File: src/sv/cle_pkg.sv
// Shared types, action codes and status codes for the circular list engine.
package cle_pkg;

	typedef logic [2:0]         action_t;
	typedef logic [1:0]         status_t;
	typedef logic signed [31:0] value_t;

	localparam action_t ACT_INS_FRONT = 3'd0;
	localparam action_t ACT_INS_BACK  = 3'd1;
	localparam action_t ACT_SEARCH    = 3'd2;
	localparam action_t ACT_REMOVE    = 3'd3;
	localparam action_t ACT_READ_OUT  = 3'd4;

	localparam status_t ST_OK        = 2'd0;
	localparam status_t ST_NOT_FOUND = 2'd1;
	localparam status_t ST_FULL      = 2'd2;
	localparam status_t ST_EMPTY     = 2'd3;

endpackage

File: src/sv/cle_in_if.sv
// Command channel: action and value, valid/ready handshake.
interface cle_in_if;
	logic               valid;
	logic               ready;
	cle_pkg::action_t   action;
	cle_pkg::value_t    value;

	modport source (output valid, action, value, input ready);
	modport sink   (input valid, action, value, output ready);
endinterface

File: src/sv/cle_out_if.sv
// Result channel: status, value and last flag, valid/ready handshake.
interface cle_out_if;
	logic               valid;
	logic               ready;
	cle_pkg::status_t   status;
	cle_pkg::value_t    item_value;
	logic               last;

	modport source (output valid, status, item_value, last, input ready);
	modport sink   (input valid, status, item_value, last, output ready);
endinterface

File: src/sv/circular_list_engine.sv
// Top level: list sequencer walking the node pool one node per cycle.
// Sequence: insert-front allocates a node (S_ALLOC) and emits; full, empty and unknown actions
//   go straight to S_EMIT; insert-back walks to the tail (S_TAIL), search and remove walk in
//   S_CMP up to the match, and remove then frees the node onto the free chain (S_FREE).
// Read-out streams one value per cycle after a one-cycle lookup, gated by the result side.
// Throughput: one command at a time; the single read port of the pool sets the walk rate.
// Reset: asynchronous, active low; the list comes up empty and the whole pool is free.
module circular_list_engine #(
	parameter int CAPACITY = 16
) (
	input  logic       clk,
	input  logic       arst_n,
	cle_in_if.sink     cmd,
	cle_out_if.source  res
);

	localparam int IdxW = $clog2(CAPACITY);
	localparam int PtrW = $clog2(CAPACITY + 1);
	// Pointer value CAPACITY closes the ring (end of list / no free node).
	localparam logic [PtrW-1:0] EndPtr = PtrW'(CAPACITY);

	typedef enum logic [2:0] {
		S_IDLE,
		S_ALLOC,
		S_TAIL,
		S_CMP,
		S_FREE,
		S_RD,
		S_EMIT
	} state_t;

	state_t state_q, state_d;

	cle_pkg::action_t action_q, action_d;
	cle_pkg::value_t  value_q, value_d;
	cle_pkg::status_t status_q, status_d;
	logic [PtrW-1:0]  first_q, first_d;
	logic [PtrW-1:0]  free_q, free_d;
	logic [PtrW-1:0]  count_q, count_d;
	logic [PtrW-1:0]  cur_q, cur_d;
	logic [PtrW-1:0]  prev_q, prev_d;
	logic [PtrW-1:0]  node_q, node_d;
	logic [PtrW-1:0]  steps_q, steps_d;

	// Result register
	logic             res_valid_q, res_valid_d;
	cle_pkg::status_t res_status_q, res_status_d;
	cle_pkg::value_t  res_value_q, res_value_d;
	logic             res_last_q, res_last_d;

	// Pool port
	logic             rd_en;
	logic [IdxW-1:0]  raddr;
	logic             wr_val_en;
	logic             wr_link_en;
	logic [IdxW-1:0]  waddr;
	cle_pkg::value_t  wval;
	logic [PtrW-1:0]  wlink;
	cle_pkg::value_t  rd_val;
	logic [PtrW-1:0]  rd_link;

	logic             out_free;
	logic             link_ok;
	logic             fin;

	cle_pool #(.CAPACITY(CAPACITY)) u_pool (
		.clk        (clk),
		.arst_n     (arst_n),
		.rd_en      (rd_en),
		.raddr      (raddr),
		.wr_val_en  (wr_val_en),
		.wr_link_en (wr_link_en),
		.waddr      (waddr),
		.wval       (wval),
		.wlink      (wlink),
		.rd_val     (rd_val),
		.rd_link    (rd_link)
	);

	// The result register can take a new transaction when empty or being drained.
	assign out_free = !res_valid_q || res.ready;
	assign link_ok  = rd_link < EndPtr;
	assign fin      = !link_ok || (steps_q == PtrW'(CAPACITY - 1));

	assign cmd.ready      = (state_q == S_IDLE);
	assign res.valid      = res_valid_q;
	assign res.status     = res_status_q;
	assign res.item_value = res_value_q;
	assign res.last       = res_last_q;

	always_comb begin
		state_d      = state_q;
		action_d     = action_q;
		value_d      = value_q;
		status_d     = status_q;
		first_d      = first_q;
		free_d       = free_q;
		count_d      = count_q;
		cur_d        = cur_q;
		prev_d       = prev_q;
		node_d       = node_q;
		steps_d      = steps_q;
		res_valid_d  = res_valid_q && !res.ready;
		res_status_d = res_status_q;
		res_value_d  = res_value_q;
		res_last_d   = res_last_q;
		rd_en        = 1'b0;
		raddr        = cur_q[IdxW-1:0];
		wr_val_en    = 1'b0;
		wr_link_en   = 1'b0;
		waddr        = cur_q[IdxW-1:0];
		wval         = value_q;
		wlink        = EndPtr;

		unique case (state_q)
			S_IDLE: begin
				if (cmd.valid) begin
					action_d = cmd.action;
					value_d  = cmd.value;
					status_d = cle_pkg::ST_OK;
					steps_d  = '0;
					prev_d   = EndPtr;
					unique case (cmd.action) inside
						cle_pkg::ACT_INS_FRONT, cle_pkg::ACT_INS_BACK: begin
							if (free_q < EndPtr) begin
								rd_en   = 1'b1;
								raddr   = free_q[IdxW-1:0];
								node_d  = free_q;
								state_d = S_ALLOC;
							end else begin
								status_d = cle_pkg::ST_FULL;
								state_d  = S_EMIT;
							end
						end
						cle_pkg::ACT_SEARCH, cle_pkg::ACT_REMOVE: begin
							if (first_q < EndPtr) begin
								rd_en   = 1'b1;
								raddr   = first_q[IdxW-1:0];
								cur_d   = first_q;
								state_d = S_CMP;
							end else begin
								status_d = cle_pkg::ST_NOT_FOUND;
								state_d  = S_EMIT;
							end
						end
						cle_pkg::ACT_READ_OUT: begin
							if (first_q < EndPtr) begin
								rd_en   = 1'b1;
								raddr   = first_q[IdxW-1:0];
								cur_d   = first_q;
								state_d = S_RD;
							end else begin
								status_d = cle_pkg::ST_EMPTY;
								value_d  = '0;
								state_d  = S_EMIT;
							end
						end
						default: begin
							status_d = cle_pkg::ST_NOT_FOUND;
							state_d  = S_EMIT;
						end
					endcase
				end
			end
			S_ALLOC: begin
				// rd_link is the successor of the taken node on the free chain
				free_d     = rd_link;
				wr_val_en  = 1'b1;
				wr_link_en = 1'b1;
				waddr      = node_q[IdxW-1:0];
				if (action_q == cle_pkg::ACT_INS_FRONT) begin
					wlink   = first_q;
					first_d = node_q;
					count_d = count_q + PtrW'(1);
					state_d = S_EMIT;
				end else begin
					wlink = EndPtr;
					if (first_q < EndPtr) begin
						rd_en   = 1'b1;
						raddr   = first_q[IdxW-1:0];
						cur_d   = first_q;
						state_d = S_TAIL;
					end else begin
						first_d = node_q;
						count_d = count_q + PtrW'(1);
						state_d = S_EMIT;
					end
				end
			end
			S_TAIL: begin
				if (link_ok && (steps_q != EndPtr)) begin
					rd_en   = 1'b1;
					raddr   = rd_link[IdxW-1:0];
					cur_d   = rd_link;
					steps_d = steps_q + PtrW'(1);
				end else begin
					wr_link_en = 1'b1;
					wlink      = node_q;
					count_d    = count_q + PtrW'(1);
					state_d    = S_EMIT;
				end
			end
			S_CMP: begin
				if (rd_val == value_q) begin
					if (action_q == cle_pkg::ACT_REMOVE) begin
						if (prev_q < EndPtr) begin
							wr_link_en = 1'b1;
							waddr      = prev_q[IdxW-1:0];
							wlink      = rd_link;
						end else begin
							first_d = rd_link;
						end
						state_d = S_FREE;
					end else begin
						state_d = S_EMIT;
					end
				end else if (link_ok && (steps_q != PtrW'(CAPACITY - 1))) begin
					rd_en   = 1'b1;
					raddr   = rd_link[IdxW-1:0];
					prev_d  = cur_q;
					cur_d   = rd_link;
					steps_d = steps_q + PtrW'(1);
				end else begin
					status_d = cle_pkg::ST_NOT_FOUND;
					state_d  = S_EMIT;
				end
			end
			S_FREE: begin
				// unlinked node goes to the head of the free chain
				wr_link_en = 1'b1;
				wlink      = free_q;
				free_d     = cur_q;
				count_d    = count_q - PtrW'(1);
				state_d    = S_EMIT;
			end
			S_RD: begin
				if (out_free) begin
					res_valid_d  = 1'b1;
					res_status_d = cle_pkg::ST_OK;
					res_value_d  = rd_val;
					res_last_d   = fin;
					if (fin) begin
						state_d = S_IDLE;
					end else begin
						rd_en   = 1'b1;
						raddr   = rd_link[IdxW-1:0];
						cur_d   = rd_link;
						steps_d = steps_q + PtrW'(1);
					end
				end
			end
			S_EMIT: begin
				if (out_free) begin
					res_valid_d  = 1'b1;
					res_status_d = status_q;
					res_value_d  = value_q;
					res_last_d   = 1'b1;
					state_d      = S_IDLE;
				end
			end
			default: state_d = S_IDLE;
		endcase
	end

	always_ff @(posedge clk or negedge arst_n) begin
		if (!arst_n) begin
			state_q     <= S_IDLE;
			first_q     <= EndPtr;
			free_q      <= '0;
			count_q     <= '0;
			res_valid_q <= 1'b0;
		end else begin
			state_q     <= state_d;
			first_q     <= first_d;
			free_q      <= free_d;
			count_q     <= count_d;
			res_valid_q <= res_valid_d;
		end
	end

	// Payload and walk registers
	always_ff @(posedge clk) begin
		action_q     <= action_d;
		value_q      <= value_d;
		status_q     <= status_d;
		cur_q        <= cur_d;
		prev_q       <= prev_d;
		node_q       <= node_d;
		steps_q      <= steps_d;
		res_status_q <= res_status_d;
		res_value_q  <= res_value_d;
		res_last_q   <= res_last_d;
	end

	a_count_range: assert property (@(posedge clk) disable iff (!arst_n)
		count_q <= EndPtr)
		else $error("entry count beyond capacity");

	a_empty_consistent: assert property (@(posedge clk) disable iff (!arst_n)
		(state_q == S_IDLE) |-> ((first_q == EndPtr) == (count_q == '0)))
		else $error("list head disagrees with entry count");

	a_full_consistent: assert property (@(posedge clk) disable iff (!arst_n)
		(state_q == S_IDLE) |-> ((free_q == EndPtr) == (count_q == EndPtr)))
		else $error("free chain disagrees with entry count");

	a_busy_after_accept: assert property (@(posedge clk) disable iff (!arst_n)
		(cmd.valid && cmd.ready) |=> !cmd.ready)
		else $error("new transaction taken while busy");

	a_readout_emits: assert property (@(posedge clk) disable iff (!arst_n)
		((state_q == S_RD) && out_free) |=> res.valid)
		else $error("read-out step produced no result");

endmodule

File: src/sv/cle_pool.sv
// Node pool: value and link memories with one registered read port.
module cle_pool #(
	parameter int CAPACITY = 16,
	localparam int IdxW = $clog2(CAPACITY),
	localparam int PtrW = $clog2(CAPACITY + 1)
) (
	input  logic                clk,
	input  logic                arst_n,
	input  logic                rd_en,
	input  logic [IdxW-1:0]     raddr,
	input  logic                wr_val_en,
	input  logic                wr_link_en,
	input  logic [IdxW-1:0]     waddr,
	input  cle_pkg::value_t     wval,
	input  logic [PtrW-1:0]     wlink,
	output cle_pkg::value_t     rd_val,
	output logic [PtrW-1:0]     rd_link
);

	cle_pkg::value_t   val_mem [CAPACITY];
	logic [PtrW-1:0]   link_mem [CAPACITY];
	logic [CAPACITY-1:0] link_ok_q;

	cle_pkg::value_t   rd_val_s1;
	logic [PtrW-1:0]   link_raw_s1;
	logic [IdxW-1:0]   idx_s1;
	logic              link_ok_s1;

	always_ff @(posedge clk) begin
		if (wr_val_en)
			val_mem[waddr] <= wval;
		if (wr_link_en)
			link_mem[waddr] <= wlink;
		if (rd_en) begin
			rd_val_s1   <= val_mem[raddr];
			link_raw_s1 <= link_mem[raddr];
			idx_s1      <= raddr;
		end
	end

	// A link never written reads as its reset value: the next node of the free chain.
	always_ff @(posedge clk or negedge arst_n) begin
		if (!arst_n) begin
			link_ok_q  <= '0;
			link_ok_s1 <= 1'b0;
		end else begin
			if (wr_link_en)
				link_ok_q[waddr] <= 1'b1;
			if (rd_en)
				link_ok_s1 <= link_ok_q[raddr];
		end
	end

	assign rd_val  = rd_val_s1;
	assign rd_link = link_ok_s1 ? link_raw_s1 : PtrW'(idx_s1) + PtrW'(1);

endmodule
File: src/flat_wrapper.sv
// flat-port wrapper written by rule: the top's interface ports become plain ports
module circular_list_engine_flat 
#(
	parameter int CAPACITY = 16
)
  (clk, arst_n, cmd_valid, cmd_action, cmd_value, cmd_ready, res_valid, res_status, res_item_value, res_last, res_ready);
  cle_in_if cmd_i ();
  cle_out_if res_i ();
  input  logic clk;
  input  logic arst_n;
  input wire logic [$bits(cmd_i.valid)-1:0] cmd_valid;
  input wire logic [$bits(cmd_i.action)-1:0] cmd_action;
  input wire logic [$bits(cmd_i.value)-1:0] cmd_value;
  output wire logic [$bits(cmd_i.ready)-1:0] cmd_ready;
  output wire logic [$bits(res_i.valid)-1:0] res_valid;
  output wire logic [$bits(res_i.status)-1:0] res_status;
  output wire logic [$bits(res_i.item_value)-1:0] res_item_value;
  output wire logic [$bits(res_i.last)-1:0] res_last;
  input wire logic [$bits(res_i.ready)-1:0] res_ready;
  assign cmd_i.valid = cmd_valid;
  assign cmd_i.action = cmd_action;
  assign cmd_i.value = cmd_value;
  assign cmd_ready = cmd_i.ready;
  assign res_valid = res_i.valid;
  assign res_status = res_i.status;
  assign res_item_value = res_i.item_value;
  assign res_last = res_i.last;
  assign res_i.ready = res_ready;
  circular_list_engine #(.CAPACITY(CAPACITY)) u_core (.clk(clk), .arst_n(arst_n), .cmd(cmd_i), .res(res_i));
endmodule
File: config.mk
export PLATFORM = sky130hd
export DESIGN_NAME = circular_list_engine_flat
export DESIGN_NICKNAME = d
export VERILOG_FILES = /design/src/sv/cle_pkg.sv /design/src/sv/cle_in_if.sv /design/src/sv/cle_out_if.sv /design/src/sv/circular_list_engine.sv /design/src/sv/cle_pool.sv /design/src/flat_wrapper.sv
export SDC_FILE = /design/constraint.sdc
export NUM_CORES = 1
export LEC_CHECK = 0
export CAP_MARGIN = 20
export CORE_MARGIN = 1.5
export CORE_UTILIZATION = 30
export CTS_CLUSTER_DIAMETER = 200
export DETAILED_ROUTE_END_ITERATION = 6
export DONT_BUFFER_PORTS = 1
export HOLD_SLACK_MARGIN = 0.15
export PLACE_DENSITY_LB_ADDON = 0.3
export SYNTH_ARGS = -nofsm -noshare
export SYNTH_HDL_FRONTEND = slang
export SYNTH_HIERARCHICAL = 1
export SYNTH_SLANG_ARGS = --single-unit
File: constraint.sdc
create_clock -name clk -period 21.7 [get_ports clk]
set_input_delay 4.34 -clock clk [delete_from_list [all_inputs] [get_ports clk]]
set_output_delay 4.34 -clock clk [all_outputs]
set_load 0.05 [all_outputs]
==> impl_metrics.tcl <==
set metrics [dict create \
    status "finished, final reports clean" \
    max-vdd-ir-drop_mv 0.2221 \
    worstHoldStart "u_core/u_pool/link_ok_q[10]" \
    worstSetupPathType "primary input to register" \
    cts_resized 0 \
    hpwlAfterDp_um 39750 \
    grt_pass1_vias 14753 \
    post_cts_buffers 0 \
    holdCritPathClass "register to register" \
    cp_cell_sequence "nor2b_1, nor2_1, a311oi_1, nor3_1, o211ai_1, a221o_4, buf_4, mux4_2, mux4_2" \
    critical_path_arrival_ns 8.15 \
    vias 14152 \
    period_share_pct 35.84 \
    finalHoldViolations 0 \
    tns_ns 0 \
    tightestPinTransition_ns 1.110 \
    drt-pass1-iter-count 7 \
    clock-sinks 756 \
    finalSetupViolations 0 \
    setup_slack_ns 13.92 \
    final_cell_mix "edfxtp_1, mux4_2, clkbuf_16" \
    antenna_found_initial 3 \
    whs_endpoint "u_core/u_pool/link_ok_q[10]" \
    ys_ff_latch 756 \
    max_freq_ghz 0.1286 \
    rr_startpoint "u_core/value_q[27]" \
    final_antenna_net_count 0 \
    layout-drive-gt1-share_pct 27.88 \
    drc_errors 0 \
    finalInstanceArea_sq_um 34120 \
    clock_skew_ns 0.04685 \
    postSynthAreaPerCell_sq_um 21.00 \
    synthesis.nets 1466 \
    synthesis.area_sq_um 29880 \
    ys_warn_count 6 \
    cts_buffers 78 \
    crit_family "compound AO/OA/AOI/OAI gates" \
    cts_tree "built" \
    relSlewSlack_pct 25.61 \
    startpoint_type "primary input" \
    cp_max_fo 41 \
    crit_buf_inv 1 \
    grt_pass1_wl_um 105000 \
    dominantRegCellSynth "edfxtp_1" \
    final_common_cell "edfxtp_1" \
    finalCriticalPeriod_ns 7.778 \
    ctsLongestPathBuffers 3 \
    grt_setup_unrepaired "false" \
    core-area_sq_um 98560 \
    cp_slowest_cell "buf_4" \
    routed_wl_um 72680 \
    cts_hold_buffers 0 \
    drt-initial-drc-count 1275 \
    gp_congestion 0.8369 \
    cts.clk_slew.worst_paths_ns 0.06 \
    port_buffers 0 \
    synth_edf_count 725 \
    grt-ovfl-total 0 \
    cpMostUsedCell "mux4_2" \
    die_x_um 318.6 \
    worstSetupEndpointType "register" \
    async_flop_share_pct 4.101 \
    r2r_end "u_core/u_pool/rd_val[23]" \
    fill_cells 9056 \
    seq_area_frac_synth_pct 75.45 \
    cts_max_level 3 \
    final_nets 1510 \
    grt_max_degree 154 \
    syn_to_final_growth_pct 14.18 \
    place_area_sq_um 31580 \
    cts-root-buf "clkbuf_16" \
    power_leakage_uw 0.01067 \
    initial_core_util_pct 30.32 \
    drv_slew 0 \
    vias_per_cell 5.027 \
    worst_hold_path.num_cells 1 \
    r2r_setup_slack_ns 15.92 \
    num_antenna_cells 0 \
    syn_inst 1423 \
    crit_required_ns 22.07 \
    die_area_sq_um 101500 \
    row_count 115 \
    power_density_nw_per_um2 158.7 \
    max_stage_delay_ns 0.78 \
    r2r_cells 9 \
    ioPinCount 76 \
    ys_types 63 \
    wl_per_cell_um 25.82 \
    pre_cts_slack_ns 13.21 \
    track_usage_pct 14.33 \
    die_h_um 318.6 \
    drv_cap 0 \
    clock_latency_ns 0.65 \
]
layout make-up:
class                   instances  area [sq um]  share of cell area (%)
flip-flops and latches        756         22550                   66.08
inverters                      18         67.56                  0.1980
multi-input cells             581          7098                   20.80
clock buffers                  96          2039                   5.977
well taps                    1287          1610                   4.719
clock inverters                45         491.7                   1.441
repair buffers                 32         265.3                  0.7774
through the flow:
| step | total power [uW] | util (%) | std cells | hold WS [ns] |
|---|---|---|---|---|
| 4_1_cts | 5507 | 34.61 | 2814 | 0.4624 |
| 2_1_floorplan | 3627 | - | 1423 | 0.4337 |
| 3_5_place_dp | 4172 | 32.04 | 2673 | 0.4496 |
| 5_1_grt | 5674 | 34.62 | 2815 | 0.4712 |
| 6_report | 5416 | 34.62 | 2815 | 0.4591 |
| 3_3_place_gp | 4148 | 32.04 | 2673 | 0.4460 |
routing by layer:
layer	GRT usage, %	vias up	wire (um)
met2	23.32	440	35430
met1	19.85	7660	31980
li1	-	5960	-
met4	3.222	2	1300
met5	0	-	8
met3	2.843	90	3957
cell families (layout without fill, tap and decap cells):
kind of cell / count (synthesis) / after routing / share of synthesized area, %
AOI/OAI and AO/OA: 100 / 100 / 2.269
DFF: 756 / 756 / 75.45
adders and majority gates: 4 / 4 / 0.1675
buffers and inverters: 86 / 191 / 1.428
muxes: 234 / 234 / 15.89
and+or+nand+nor: 206 / 206 / 3.705
xor gates and xnor gates: 37 / 37 / 1.084
report_power, final:
part	internal [uW]	total, uW	switching, uW
logic	966	1950	985
clock network	761	1330	569
registers	1890	2130	242
total	3620	5420	1800
synth_stat cells, drive strengths merged, types with 19 or more instances:
cell | n | area share [%]
nand2 | 28 | 0.35
nor2 | 69 | 0.88
a21oi | 20 | 0.35
dfrtp | 30 | 2.5
edfxtp | 725 | 73
buf | 34 | 0.77
nor2b | 38 | 0.80
o21ai | 30 | 0.50
or2 | 19 | 0.40
clkbuf | 34 | 0.43
mux4 | 189 | 14
xor2 | 35 | 1.0
mux2 | 34 | 1.3
worst max-delay path by stage:
stage	start	cells past startpoint	end	slack, ns
finish	res_ready	9	u_core/u_pool/rd_val[23]	13.92
floorplan	cmd_valid	5	u_core/u_pool/link_ok_s1	13.71
detailed placement	res_ready	9	u_core/u_pool/rd_val[23]	13.21
CTS	res_ready	9	u_core/u_pool/rd_val[23]	13.90
global route	res_ready	9	u_core/u_pool/rd_val[26]	13.63
global placement	res_ready	9	u_core/u_pool/rd_val[13]	13.21
worst reg2reg max path: stages (launching register included):
cell and delay [ns]:
edfxtp_1 0.75, xor2_1 0.30, nor4_2 0.42, nand4_1 0.65
a2bb2oi_1 0.37, o211ai_1 0.35, a221o_4 0.73, buf_4 0.85
mux4_2 0.61, mux4_2 0.48
flip-flops by register name, summed over array words and instances (netlist names), 16 cells and up:
register and cells:
u_core/u_pool/link_ok_q 16, u_core/value_q 32, u_core/res.item_value 32, u_core/u_pool/rd_val 32, u_core/u_pool/link_mem 80, u_core/u_pool/val_mem 512
(Power assumes the default switching activity.)
